--- src/rtl/ngp_pkg.sv ---
// Shared constants, types and helper functions of the NMEA GGA position parser.
package ngp_pkg;

    // Number format of the position fields.
    localparam int unsigned FRACTION_DIGITS = 4;
    localparam int unsigned INTEGER_DIGITS  = 5;

    function automatic longint unsigned pow10_const(input int unsigned n);
        longint unsigned v;
        v = 1;
        for (int unsigned i = 0; i < n; i++) begin
            v = v * 10;
        end
        return v;
    endfunction

    // Accumulators hold the field value in units of 10^-FRACTION_DIGITS.
    localparam longint unsigned SCALE     = pow10_const(FRACTION_DIGITS);
    localparam longint unsigned ACC_LIMIT = (pow10_const(INTEGER_DIGITS) - 1) * SCALE;
    localparam longint unsigned ACC_MAX   = pow10_const(INTEGER_DIGITS) * SCALE - 1;
    localparam int unsigned     ACC_W     = $clog2(ACC_MAX + 1);
    localparam int unsigned     ACCX_W    = ACC_W + 4;

    // Result format.
    localparam int unsigned     OUT_W = 35;
    localparam longint unsigned UNIT  = 10_000_000;

    // Degree split: deg = value / DEG_DIV, done as a reciprocal multiply plus one correction.
    localparam longint unsigned DEG_DIV     = 100 * SCALE;
    localparam longint unsigned DEG_MAX     = ACC_MAX / DEG_DIV;
    localparam int unsigned     DEG_W       = $clog2(DEG_MAX + 2);
    localparam int unsigned     MIN_W       = $clog2(DEG_DIV);
    localparam longint unsigned DEG_RECIP   = (64'd1 << ACC_W) / DEG_DIV;
    localparam int unsigned     DEG_RECIP_W = $clog2(DEG_RECIP + 1);
    localparam int unsigned     P1_W        = ACC_W + DEG_RECIP_W;
    localparam int unsigned     DG_W        = $clog2(DEG_MAX * UNIT + 1);

    // Minutes to 1e-7 degree: minutes * UNIT / (60 * SCALE), reduced by the common factor.
    localparam int unsigned     GCD_P2 = (FRACTION_DIGITS + 2 < 7) ? FRACTION_DIGITS + 2 : 7;
    localparam int unsigned     GCD_P5 = (FRACTION_DIGITS + 1 < 7) ? FRACTION_DIGITS + 1 : 7;
    localparam longint unsigned FR_GCD = (64'd1 << GCD_P2) * pow10_const(0) *
                                         (pow10_const(GCD_P5) >> GCD_P5);
    localparam longint unsigned FR_NUM      = UNIT / FR_GCD;
    localparam longint unsigned FR_DEN      = (60 * SCALE) / FR_GCD;
    localparam longint unsigned MN_MAX      = (DEG_DIV - 1) * FR_NUM;
    localparam int unsigned     MN_W        = $clog2(MN_MAX + 1);
    localparam longint unsigned FR_RECIP    = (64'd1 << MN_W) / FR_DEN;
    localparam int unsigned     FR_RECIP_W  = $clog2(FR_RECIP + 1);
    localparam int unsigned     P4_W        = MN_W + FR_RECIP_W;
    localparam int unsigned     FR_W        = $clog2(MN_MAX / FR_DEN + 2);
    localparam int unsigned     DEN_W       = $clog2(FR_DEN + 1);

    // Characters of interest.
    localparam logic [7:0] CH_NEWLINE = 8'h0A;
    localparam logic [7:0] CH_COMMA   = 8'h2C;
    localparam logic [7:0] CH_DOT     = 8'h2E;
    localparam logic [7:0] CH_ZERO    = 8'h30;
    localparam logic [7:0] CH_NINE    = 8'h39;
    localparam logic [7:0] CH_SOUTH   = 8'h53;
    localparam logic [7:0] CH_WEST    = 8'h57;

    // Field positions and limits of the sentence walker.
    localparam logic [3:0] FLD_HEADER   = 4'd0;
    localparam logic [3:0] FLD_LAT      = 4'd2;
    localparam logic [3:0] FLD_LAT_HEMI = 4'd3;
    localparam logic [3:0] FLD_LON      = 4'd4;
    localparam logic [3:0] FLD_LON_HEMI = 4'd5;
    localparam logic [3:0] MIN_FIELDS   = 4'd10;
    localparam logic [3:0] FIELD_SAT    = 4'd15;
    localparam logic [2:0] CHAR_SAT     = 3'd7;
    localparam logic [2:0] HDR_LEN      = 3'd6;
    localparam logic [2:0] NUM_ENDED    = 3'd7;

    // Queue between the parser and the converter.
    localparam int unsigned QUEUE_DEPTH = 4;
    localparam int unsigned QPTR_W      = $clog2(QUEUE_DEPTH);
    localparam int unsigned QCNT_W      = $clog2(QUEUE_DEPTH + 1);

    // Converter pipeline depth, output register included.
    localparam int unsigned PIPE_STAGES = 6;

    typedef struct packed {
        logic [ACC_W-1:0] lat_acc;
        logic             south;
        logic [ACC_W-1:0] lon_acc;
        logic             west;
    } fix_entry_t;

    typedef struct packed {
        logic full;
        logic empty;
    } queue_status_t;

    // Expected character of the sentence header at a position.
    function automatic logic [7:0] hdr_char(input logic [2:0] pos);
        logic [7:0] c;
        unique case (pos)
            3'd0:    c = 8'h24;
            3'd1:    c = 8'h47;
            3'd2:    c = 8'h50;
            3'd3:    c = 8'h47;
            3'd4:    c = 8'h47;
            3'd5:    c = 8'h41;
            default: c = 8'h00;
        endcase
        return c;
    endfunction

    // Weight of the fraction digit at a position: 10^(FRACTION_DIGITS - pos).
    function automatic logic [ACC_W-1:0] frac_weight(input logic [2:0] pos);
        logic [ACC_W-1:0] w;
        w = ACC_W'(1);
        for (int i = 0; i < int'(FRACTION_DIGITS); i++) begin
            if (int'(pos) + i < int'(FRACTION_DIGITS)) begin
                w = w * ACC_W'(10);
            end
        end
        return w;
    endfunction

endpackage

--- src/rtl/ngp_queue.sv ---
// Short register queue that decouples the sentence parser from the converter.
module ngp_queue (
    input  logic                   aclk,
    input  logic                   aresetn,
    input  logic                   push,
    input  ngp_pkg::fix_entry_t    push_entry,
    input  logic                   pop,
    output ngp_pkg::fix_entry_t    pop_entry,
    output ngp_pkg::queue_status_t status
);

    ngp_pkg::fix_entry_t         mem_reg [ngp_pkg::QUEUE_DEPTH];
    logic [ngp_pkg::QPTR_W-1:0]  wr_ptr_reg, rd_ptr_reg;
    logic [ngp_pkg::QCNT_W-1:0]  count_reg, count_next;

    assign status.full  = (count_reg == ngp_pkg::QCNT_W'(ngp_pkg::QUEUE_DEPTH));
    assign status.empty = (count_reg == '0);
    assign pop_entry    = mem_reg[rd_ptr_reg];

    always_comb begin
        count_next = count_reg;
        if (push && !pop) begin
            count_next = count_reg + ngp_pkg::QCNT_W'(1);
        end else if (pop && !push) begin
            count_next = count_reg - ngp_pkg::QCNT_W'(1);
        end
    end

    always_ff @(posedge aclk) begin
        if (!aresetn) begin
            wr_ptr_reg <= '0;
            rd_ptr_reg <= '0;
            count_reg  <= '0;
        end else begin
            count_reg <= count_next;
            if (push) begin
                wr_ptr_reg <= wr_ptr_reg + ngp_pkg::QPTR_W'(1);
            end
            if (pop) begin
                rd_ptr_reg <= rd_ptr_reg + ngp_pkg::QPTR_W'(1);
            end
        end
    end

    always_ff @(posedge aclk) begin
        if (push) begin
            mem_reg[wr_ptr_reg] <= push_entry;
        end
    end

endmodule

--- config.mk ---
export PLATFORM = sky130hd
export DESIGN_NAME = ngp_queue
export DESIGN_NICKNAME = d
export VERILOG_FILES = /design/src/rtl/ngp_pkg.sv /design/src/rtl/ngp_queue.sv
export SDC_FILE = /design/constraint.sdc
export NUM_CORES = 1
export LEC_CHECK = 0
export ABC_AREA = 1
export BUFFER_PORTS_ARGS = -buffer_cell sky130_fd_sc_hd__buf_2
export CORE_MARGIN = 2
export CORE_UTILIZATION = 35
export CTS_CLUSTER_DIAMETER = 120
export DETAILED_ROUTE_END_ITERATION = 10
export PLACE_DENSITY = 0.5
export SYNTH_ARGS = -nofsm -noshare
export SYNTH_HDL_FRONTEND = slang
export SYNTH_SLANG_ARGS = --single-unit
--- constraint.sdc ---
create_clock -name aclk -period 2.5 [get_ports aclk]
set_input_delay 0.125 -clock aclk [delete_from_list [all_inputs] [get_ports aclk]]
set_output_delay 0.125 -clock aclk [all_outputs]
set_load 0.05 [all_outputs]
* Yosys cells after proc, flatten, opt, wreduce, memory -nomap -nowiden
Memories as Yosys holds them, arrays and structs flattened. A register that Yosys moved wholly into a read port is not among the register bits.
Index checks and enable logic that the tools add are counted.
** Storage, ports and cells
- Bits in writable memories :: 248
- Bits of input ports :: 66
- Memories kept :: 1
- Register bits after elaboration :: 7
** Cells by class
- Equal/unequal tests :: 1
- Add/sub/neg operators :: 4
- Muxes and demuxes :: 6
- Reductions and logical operators :: 6
** Memories
- mem_reg :: depth 4, bits a word 62, read ports 1, clocked after memory_dff 1, write ports 1, line ngp_queue.sv:12 : ngp_pkg::fix_entry_t mem_reg [ngp_pkg::QUEUE_DEPTH];
** Operators with widths (number)
- $mux 3 :: 2
- $add 2x1->2 const B :: 2
- $mux 2 :: 2
- $add 3x1->3 const B :: 1
- $eq 3x3->1 const B :: 1
- $logic_not 3->1 :: 1
- $sub 3x1->3 const B :: 1
- $logic_and 1x1->1 :: 2
- $logic_not 1->1 :: 2
- $mux 1 :: 2
- $reduce_bool 2->1 :: 1

* Depth between registers and ports, before layout
Gate-level depths: netlist of the first run.
- Depth in word-level cells :: 4
- Gate-level depth with buffers :: 10
- Mapped depth without buffers :: 10

* Least setup slack after synthesis of the first run
OpenSTA, ideal clock, no wires.
- Path type :: reg-to-reg
- Start :: register wr_ptr_reg[0] (netlist name)
- End :: memory mem_reg[2][0] (netlist name), enable pin
- Data required time :: 2.084 ns
- Slack :: 0.289 ns
- Library setup time :: 0.416 ns
- Period minus slack after synthesis :: 2.211 ns
- Data arrival time :: 1.794 ns
- Cell stages (with the launch flop) :: 5
- Path buffers :: 0
- Cells stage by stage :: dfxtp_1 > inv_1 > ha_1 > nand2_1 > inv_1
** RTL lines
- start: declaration :: line ngp_queue.sv:13 : logic [ngp_pkg::QPTR_W-1:0] wr_ptr_reg, rd_ptr_reg;
- start signal: assignment :: line ngp_queue.sv:37 : wr_ptr_reg <= wr_ptr_reg + ngp_pkg::QPTR_W'(1);
- end: declaration :: line ngp_queue.sv:12
No word-level cell before the write port.

==> impl_results.md, run 1 <==
- Power per cell area: 819 mW/mm2
- Layout area overhead: 25.2%
- CTS root buf: clkbuf_16
- First-pass GRT wire length: 35,600 um
- Register area share after synthesis: 0.747
- GRT Util Overall: 0.149
- Ys Warns: 0
- Drt wl/cell: roughly 18 um
- Die ar.: around 0.031 mm2
- Max transition margin: 0.627
- Final number of max-transition violations: 0
- Slew @ Worst Pin: 560 ps
- WL met3: 1210 um
- FF-to-FF path depth: 5
- Final hold violations: 0
- Setup-failing EPs final: 0
- Reg2reg end: mem_reg[0][33]
- CTS buffer count: 28
- Setup TNS after final layout: 0 ps
- Reg-to-Reg Start: wr_ptr_reg[0]
- Detailed placement HPWL: 13,100 um
- Initial DRC count: 402
- Synth Register Bits: 257
- Syn Inst Count: 658
- Pre-CTS setup slack: between 500 and 600 ps
- Met2 wire len: ~11,000 um
- CTS H-tree lvls: 1
- Initial Util: 0.356
- Residual DRC: 0
- Final ANT Viol Nets: 0
- Highest routed layer: met4
- GP Congestion: 0.718
- GR Overflow Total: 0
- Core Util, Final: 0.446
- Fillers: around 2,600
- FF-to-FF setup slack: slightly above 800 ps
- Synth unique cells: 24
- Post-route worst setup slack: 197 ps
- Mapped Area: 0.0102 mm2
- Max rail drop VDD: 538 uV
- Postcts setup bufs: 0
- I/O pins: 130
- Clock Sinks: 257
- Vias per cell: roughly 4.8
- Status: finished, final reports clean
- WL met1: 10,300 um
- Crit path capture: pop_entry[50]
- TritonRoute pass-1 iters: 4
- Largest net degree at the start of global routing: 125
- CP endpoint kind: primary output
- Die Y: 175 um
- Tot Pwr: 10.5 mW
- Row count: 62
- Mapped Nets: 730
- Final period utilization: 0.921
- Core Box Area: 0.0287 mm2
- Worst Skew: 9.24 ps
- RSZ-0062 raised after global routing: false
- Final #Nets: 931
- CP required: roughly 2400 ps
- Die width: 175 um
- Setup CP Type: reg2out
- Final WL: 22,800 um
- Largest register FFs: 248
- DP Area: 0.0112 mm2
- Minimum hold slack: 334 ps
- CTS tree: built
- Worst EP arrival: 2180 ps
- Initial antenna violation count: 0
- CTS clock-pin slew for the worst setup and hold paths: 60 ps
- Maximum clock frequency: 434 MHz
- Clock latency on the worst-skew pair: 540 ps
- Post-layout min period: 2300 ps
- Avg Cell Area, Syn: 15.5 um2
- Setup crit start kind: flip-flop
- Crit Path Max Fanout: 57
- Worst hold-check path type: in2reg
- CTS Buffer Depth: 3
- Leak pwr: 4.47 nW
- I/O Buffers: 129
- DR vias: 6,109
- Vias in the first global route: 6,461
- Placed insts: 1,148
- Max_cap viols: 0
- Layout cells sized above 1: 0.359
- Design Area, Final: 0.0128 mm2
- Non-filler cells, final: between 1,000 and 1,500
-- logic make-up after synthesis --
kind of cell               share of synthesized area
buffers and inverters                         0.0372
DFF                                            0.747
adders and majority gates                    0.00809
and+or+nand+nor                               0.0675
AOI/OAI and AO/OA                              0.140
-- routing by layer --
layer  track usage  vias up
li1              -     2871
met1         0.202     3050
met2         0.248      151
met3        0.0311       37
met4        0.0337        0
met5             0        -
-- worst min path at each step --
stage	startpoint	to	slack, ps	cells past startpoint
5_1_grt	push_entry[12]	mem_reg[3][12]	330	2
6_report	push_entry[30]	mem_reg[3][30]	330	2
4_1_cts	push_entry[1]	mem_reg[0][1]	310	2
3_5_place_dp	push_entry[39]	mem_reg[2][39]	340	1
3_3_place_gp	push_entry[18]	mem_reg[1][18]	330	1
2_1_floorplan	push_entry[0]	mem_reg[0][0]	220	0
-- layout make-up --
type | count | area, um2 | share of cell area
sequential | 257 | 7630 | 0.597
clock buffer | 31 | 712 | 0.0557
timing repair buffer | 211 | 1490 | 0.116
inverter | 17 | 76.3 | 0.00597
multi-input combinational | 344 | 2210 | 0.172
clock inverter | 21 | 194 | 0.0152
tap | 384 | 480 | 0.0376
antenna | 1 | 2.50 | 0.000196
-- worst max-delay path: stages (launching register included) --
cell and delay [ps]:
dfxtp_4 370, inv_8 330, buf_4 330, o21ai_0 140, o22ai_2 160, buf_2 300
-- layout by cell type (no fill, tap or decap) --
cell	instances
a21oi_1	4
buf_12	5
buf_2	129
buf_4	12
bufinv_16	3
clkbuf_1	3
clkbuf_16	28
clkinv_1	7
clkinv_2	10
clkinv_4	1
clkinv_8	1
clkinvlp_4	3
dfxtp_1	7
dfxtp_4	2
diode_2	1
dlygate4sd3_1	65
edfxtp_1	248
fa_1	1
ha_1	5
inv_1	11
inv_2	1
inv_8	1
nand2_1	9
nand3_1	1
nand4_1	1
nor2_1	69
nor2_2	60
nor3_1	2
o21ai_0	117
o21ai_1	13
o22ai_1	2
o22ai_2	60
-- where the power goes --
group | internal (mW) | switching (mW) | total (mW) | leakage [nW]
registers | 4.92 | 0.0583 | 4.98 | 2.35
clock network | 2.36 | 1.63 | 3.99 | 0.437
logic | 0.415 | 1.09 | 1.51 | 1.68
total | 7.69 | 2.78 | 10.5 | 4.47
-- timing repair --
item / in CTS / in global routing
hold buffers: 65 / 0
endpoints found under the hold margin: 257 / 0
resized for setup: 1 / 0
endpoints found under the setup margin: 4 / 0
-- synth_stat cells, drive strengths merged --
master	count	share of area
edfxtp	248	0.73
ha	5	0.0061
o22ai	62	0.075
a21oi	4	0.0020
inv	17	0.0070
buf	24	0.024
fa	1	0.0020
o21ai	130	0.064
nor2	129	0.062
nand4	1	0.00061
nand3	1	0.00049
nor3	2	0.00098
dfxtp	9	0.018
nand2	9	0.0033
clkbuf	16	0.0067
(Power assumes the default switching activity.)
==> run 2: changes to the inputs <==
--- a/config.mk
+++ b/config.mk
@@ -5,7 +5,6 @@
 export SDC_FILE = /design/constraint.sdc
 export NUM_CORES = 1
 export LEC_CHECK = 0
-export ABC_AREA = 1
 export BUFFER_PORTS_ARGS = -buffer_cell sky130_fd_sc_hd__buf_2
 export CORE_MARGIN = 2
 export CORE_UTILIZATION = 35
==> impl_results.md, run 2 <==
- Max transition margin: 0.646 (was 0.627)
- Ranking of synthesized cells by area: edfxtp_1, mux4_2, dfxtp_1, buf_12, ha_1 (was edfxtp_1, o22ai_2, o21ai_0, nor2_2, nor2_1)
- Initial DRC count: 287 (was 402)
- Max rail drop VDD: 538 uV (about the same)
- GRT Util Overall: 0.129 (was 0.149)
- Crit Path Max Fanout: 25 (was 57)
- Maximum clock frequency: 429 MHz (was 434 MHz)
- Setup-failing EPs final: 0 (unchanged)
- Final WL: 18,000 um (was 22,800 um)
- Vias per cell: 4.69 (was 4.83)
- Core Util, Final: 0.450 (was 0.446)
- Synth top cells by count: edfxtp_1, mux4_2, and2_1, dfxtp_1 (was edfxtp_1, o21ai_0, nor2_1)
- Status: finished, final reports clean (unchanged)
- Max_cap viols: 0 (unchanged)
- Layout area overhead: 27.1% (was 25.2%)
- Core Box Area: 0.0267 mm2 (was 0.0287 mm2)
- Synth unique cells: 22 (was 24)
- DR vias: 4,441 (was 6,109)
- Final #Nets: 659 (was 931)
- Avg Cell Area, Syn: 25.8 um2 (was 15.5 um2)
- Largest net degree at the start of global routing: 49 (was 125)
- Worst hold-check path type: in2reg (unchanged)
- Synth Register Bits: 257 (unchanged)
- CTS H-tree lvls: 1 (unchanged)
- Post-synth EDFFs: 248 (unchanged)
- Initial antenna violation count: 1 (was 0)
- Drt wl/cell: 19.0 um (was 18.0 um)
- Final period utilization: 0.933 (was 0.921)
- Detailed placement HPWL: 10,700 um (was 13,100 um)
- Setup crit start kind: flip-flop (unchanged)
- Reg-to-Reg Start: wr_ptr_reg[0] (unchanged)
- Post-layout min period: 2330 ps (was 2300 ps)
- CP required: 2380 ps (about the same)
- GR Overflow Total: 0 (unchanged)
- Ys Warns: 0 (unchanged)
- Layout cells sized above 1: 0.399 (was 0.359)
- Leak pwr: 4.09 nW (was 4.47 nW)
- TritonRoute pass-1 iters: 4 (unchanged)
- RSZ-0062 raised after global routing: false (unchanged)
- Cell taking the most area after synthesis: edfxtp_1 (unchanged)
- CP endpoint kind: primary output (unchanged)
- Mapped Nets: 439 (was 730)
- Minimum hold slack: 32.6 ps (was 334 ps)
- Residual DRC: 0 (unchanged)
- CTS Buffer Depth: 3 (unchanged)
- Hold_sp: push (was push_entry[30])
- Die width: 168 um (was 175 um)
- Most common cell after layout, fill and taps aside: edfxtp_1 (unchanged)
- Asr flop ratio synth: 0 (unchanged)
- I/O pins: 130 (unchanged)
- Share of the synthesized area in the top cell type: 0.787 (was 0.729)
- I/O Buffers: 129 (unchanged)
- CTS clock-pin slew for the worst setup and hold paths: 60 ps (about the same)
- Initial Util: 0.354 (was 0.356)
- Power per cell area: 842 mW/mm2 (was 819 mW/mm2)
- Worst Skew: 13.5 ps (was 9.24 ps)
- Die ar.: 0.0284 mm2 (was 0.0306 mm2)
- CTS root buf: clkbuf_16 (unchanged)
- CTS buffer count: 27 (was 28)
- Vias in the first global route: 4,951 (was 6,461)
- Most frequent cell after synthesis: edfxtp_1 (unchanged)
- Die Y: 168 um (was 175 um)
- CTS tree: built (unchanged)
- N_diodes: 0 (was 1)
- Final hold violations: 0 (unchanged)
- Setup TNS after final layout: 0 ps (unchanged)
- Register area share after synthesis: 0.806 (was 0.747)
- Commonest non-fill, non-tap cells in the layout: edfxtp_1, buf_2, dlygate4sd3_1 (was edfxtp_1, buf_2, o21ai_0)
- Largest register FFs: 248 (unchanged)
- First-pass GRT wire length: 27,900 um (was 35,600 um)
- Postcts setup bufs: 0 (unchanged)
- Clock latency on the worst-skew pair: 520 ps (was 540 ps)
- Most used DFF post-synth: edfxtp_1 (unchanged)
- Final number of max-transition violations: 0 (unchanged)
- Clock Sinks: 257 (unchanged)
- Post-CTS sizing: 0 (was 1)
- Setup CP Type: reg2out (unchanged)
- Slew @ Worst Pin: 530 ps (was 560 ps)
- Fillers: 2,288 (was 2,637)
- Mapped Area: 0.00946 mm2 (was 0.0102 mm2)
- Final ANT Viol Nets: 0 (unchanged)
- Worst EP arrival: 2210 ps (was 2180 ps)
- Syn Inst Count: 367 (was 658)
- Row count: 60 (was 62)
- GP Congestion: 0.666 (was 0.718)
-- run 2: worst max-delay path: stages, from the launching register on --
cell and delay [ps]:
dfxtp_4 560, buf_12 270, mux4_1 600, buf_2 230
-- run 2: cells by family after synthesis --
group	count (synthesis)	share of synthesized area
muxes	64	0.150
buffers and inverters	18	0.0190
adders and majority gates	6	0.00873
xor gates and xnor gates	5	0.00463
and+or+nand+nor	15	0.00965
DFF	257	0.806
AOI/OAI and AO/OA	2	0.00132
-- run 2: final cells by class --
type / count / area [um2] / share of cell area
inverters: 4 / 15.0 / 0.00125
clock inverters: 9 / 46.3 / 0.00385
repair buffers: 205 / 1480 / 0.123
flip-flops and latches: 257 / 7630 / 0.635
multi-input cells: 92 / 1660 / 0.138
clock buffers: 39 / 761 / 0.0633
well taps: 341 / 427 / 0.0355
-- run 2: routing by layer --
layer / track usage / up-vias / wire length, um
met5: 0 / - / 13
met4: 0.0341 / 2 / 325
met3: 0.0261 / 28 / 912
met2: 0.227 / 121 / 9220
met1: 0.163 / 2294 / 7560
li1: - / 1996 / -
-- run 2: path summary, 6_finish.rpt --
| path | to | slack (ps) | cells past startpoint |
|---|---|---|---|
| min | wr_ptr_reg[1] | 30 | 3 |
| max | pop_entry[57] | 170 | 3 |
| min reg2reg | count_reg[2] | 540 | 2 |
| max reg2reg | mem_reg[0][0] | 840 | 4 |
-- run 2: what timing repair did --
| action | in CTS | in global routing |
|---|---|---|
| hold buffers | 65 | 0 |
| setup endpoints to repair | 0 | 0 |
| endpoints found under the hold margin | 257 | 0 |
-- run 2: per-stage QoR --
| step | area (um2) | setup WS (ps) | power (mW) | std cells |
|---|---|---|---|---|
| floorplan | 9460 | 72.3 | 6.18 | 367 |
| detailed placement | 10600 | 676 | 6.56 | 834 |
| finish | 12000 | 168 | 10.1 | 947 |
| CTS | 12000 | 80.6 | 10.3 | 947 |
| global placement | 10600 | 673 | 6.53 | 834 |
| global route | 12000 | 40.8 | 10.5 | 947 |
-- run 2: power by group --
| group | internal [mW] | leakage, nW | switching [mW] |
|---|---|---|---|
| clock | 2.10 | 0.394 | 1.51 |
| combinational | 0.510 | 1.35 | 0.994 |
| sequential | 4.94 | 2.35 | 0.0692 |
| total | 7.55 | 4.09 | 2.57 |
==> run 3: changes to the inputs <==
--- a/config.mk
+++ b/config.mk
@@ -5,12 +5,13 @@
 export SDC_FILE = /design/constraint.sdc
 export NUM_CORES = 1
 export LEC_CHECK = 0
-export BUFFER_PORTS_ARGS = -buffer_cell sky130_fd_sc_hd__buf_2
+export ABC_AREA = 1
 export CORE_MARGIN = 2
 export CORE_UTILIZATION = 35
 export CTS_CLUSTER_DIAMETER = 120
 export DETAILED_ROUTE_END_ITERATION = 10
-export PLACE_DENSITY = 0.5
+export DONT_BUFFER_PORTS = 1
+export PLACE_DENSITY = 0.46
 export SYNTH_ARGS = -nofsm -noshare
 export SYNTH_HDL_FRONTEND = slang
 export SYNTH_SLANG_ARGS = --single-unit
==> impl_results.md, run 3 (synthesis gave the netlist of run 1 again) <==
- Status: finished, final reports clean (unchanged)
- Post-layout min period: 2340 ps (was 2330 ps)
- Max transition margin: 0.492 (was 0.646)
- Detailed placement HPWL: 12,200 um (was 10,700 um)
- Initial Util: 0.356 (was 0.354)
- Final ANT Viol Nets: 0 (unchanged)
- Die ar.: 0.0306 mm2 (was 0.0284 mm2)
- Power per cell area: 803 mW/mm2 (was 842 mW/mm2)
- Initial DRC count: 240 (was 287)
- Tot Pwr: 10.6 mW (was 10.1 mW)
- Met1 Usage GRT: 0.174 (was 0.163)
- Fillers: 2,558 (was 2,288)
- CTS Buffer Depth: 3 (unchanged)
- Final #Nets: 863 (was 659)
- Leak pwr: 4.46 nW (was 4.09 nW)
- Design Area, Final: 0.0132 mm2 (was 0.0120 mm2)
- CTS tree: built (unchanged)
- RSZ-0062 raised after global routing: false (unchanged)
- GR Overflow Total: 0 (unchanged)
- Slew @ Worst Pin: 761 ps (was 530 ps)
- Max rail drop VDD: 542 uV (was 538 uV)
- GRT Util Overall: 0.146 (was 0.129)
- Final period utilization: 0.935 (was 0.933)
- TritonRoute pass-1 iters: 4 (unchanged)
- CTS buffer count: 28 (was 27)
- Clock latency on the worst-skew pair: 530 ps (was 520 ps)
- Met3 global-route usage: 0.0363 (was 0.0261)
- Maximum clock frequency: 428 MHz (was 429 MHz)
- Drt wl/cell: 18.6 um (was 19.0 um)
- Final number of max-transition violations: 0 (unchanged)
- CP endpoint kind: primary output (unchanged)
- Met2 usage: 0.263 (was 0.227)
- CTS clock-pin slew for the worst setup and hold paths: 60 ps (about the same)
- First-pass GRT wire length: 35,000 um (was 27,900 um)
- Setup-failing EPs final: 0 (unchanged)
- Most common cell after layout, fill and taps aside: edfxtp_1 (unchanged)
- Worst path max stage delay: 600 ps (about the same)
- Vias in the first global route: 6,367 (was 4,951)
- Setup CP Type: reg2out (unchanged)
- Vias per cell: 4.89 (was 4.69)
- Core Box Area: 0.0287 mm2 (was 0.0267 mm2)
- CP Cell Sequence: buf_4, o21ai_0, o22ai_2, buf_12 (was buf_12, mux4_1, buf_2)
- CP required: 2380 ps (about the same)
- Setup TNS after final layout: 0 ps (unchanged)
- Worst hold-check path type: in2reg (unchanged)
- I/O Buffers: 0 (was 129)
- CTS root buf: clkbuf_16 (unchanged)
- Crit Path Max Fanout: 62 (was 25)
- Largest net degree at the start of global routing: 125 (was 49)
- Layout area overhead: 28.8% (was 27.1%)
- Final hold violations: 0 (unchanged)
- Layout cells sized above 1: 0.301 (was 0.399)
- Slowest CP cell: buf_4 (was mux4_1)
- Final WL: 22,300 um (was 18,000 um)
- GR peak layer: met2 (unchanged)
- Die Y: 175 um (was 168 um)
- CTS H-tree lvls: 1 (unchanged)
- Commonest non-fill, non-tap cells in the layout: edfxtp_1, o21ai_0, nor2_1 (was edfxtp_1, buf_2, dlygate4sd3_1)
- DR vias: 5,863 (was 4,441)
- Max_cap viols: 0 (unchanged)
- Row count: 62 (was 60)
- Setup crit start kind: flip-flop (unchanged)
- Worst EP arrival: 2210 ps (about the same)
- Core Util, Final: 0.458 (was 0.450)
- Clock Sinks: 257 (unchanged)
- I/O pins: 130 (unchanged)
- GP Congestion: 0.732 (was 0.666)
- DP Area: 0.0117 mm2 (was 0.0106 mm2)
- Worst Skew: 7.21 ps (was 13.5 ps)
- Die width: 175 um (was 168 um)
- Largest register FFs: 248 (unchanged)
- Initial antenna violation count: 3 (was 1)
- Residual DRC: 0 (unchanged)
-- run 3: metrics by stage --
step	setup slack [ps]	std cells	hold WS, ps
2_1_floorplan	289	658	224
3_3_place_gp	701	1080	224
3_5_place_dp	671	1080	224
4_1_cts	84.5	1195	58.4
5_1_grt	8.85	1197	74.0
6_report	163	1198	70.8
-- run 3: final cells by class --
type | count | area (um2) | share of cell area
diodes | 3 | 7.51 | 0.000571
clock inverters | 12 | 55.1 | 0.00418
clock buffers | 38 | 790 | 0.0600
repair buffers | 143 | 1910 | 0.145
multi-input cells | 344 | 2210 | 0.168
flip-flops and latches | 257 | 7630 | 0.580
well taps | 384 | 480 | 0.0365
inverters | 17 | 76.3 | 0.00580
-- run 3: worst max-delay path: cells and delay by family (launching register included) --
kind	cells	cell delay [ps]
flops	1	340
buf+inv	2	770
compound gates	2	530
-- run 3: layer usage --
metal,vias up,part of all wire
met2,127,0.51
met1,2960,0.42
met5,-,0
met3,38,0.053
li1,2738,-
met4,0,0.023
-- run 3: final timing paths --
check                                      end     startpoint  cells past startpoint  slack, ps
worst max-delay path             pop_entry[47]      flip-flop                      4        160
worst min-delay path            mem_reg[2][61]           push                      3         70
worst max register to register  mem_reg[0][25]  wr_ptr_reg[0]                      5        750
worst min register to register       flip-flop  rd_ptr_reg[1]                      1        440
-- run 3: power by group --
part | switching (mW) | internal [mW] | total (mW) | leakage (nW)
combinational | 1.15 | 0.724 | 1.88 | 1.69
clock | 1.54 | 2.18 | 3.72 | 0.415
sequential | 0.0479 | 4.92 | 4.97 | 2.35
total | 2.74 | 7.83 | 10.6 | 4.46
-- run 3: repair_timing --
| action | in CTS | in global routing |
|---|---|---|
| gates resized for setup | 0 | 0 |
| hold buffers | 65 | 0 |
| buffers inserted | 0 | 0 |
| setup endpoints to repair | 0 | 0 |
| hold endpoints to repair | 257 | 0 |
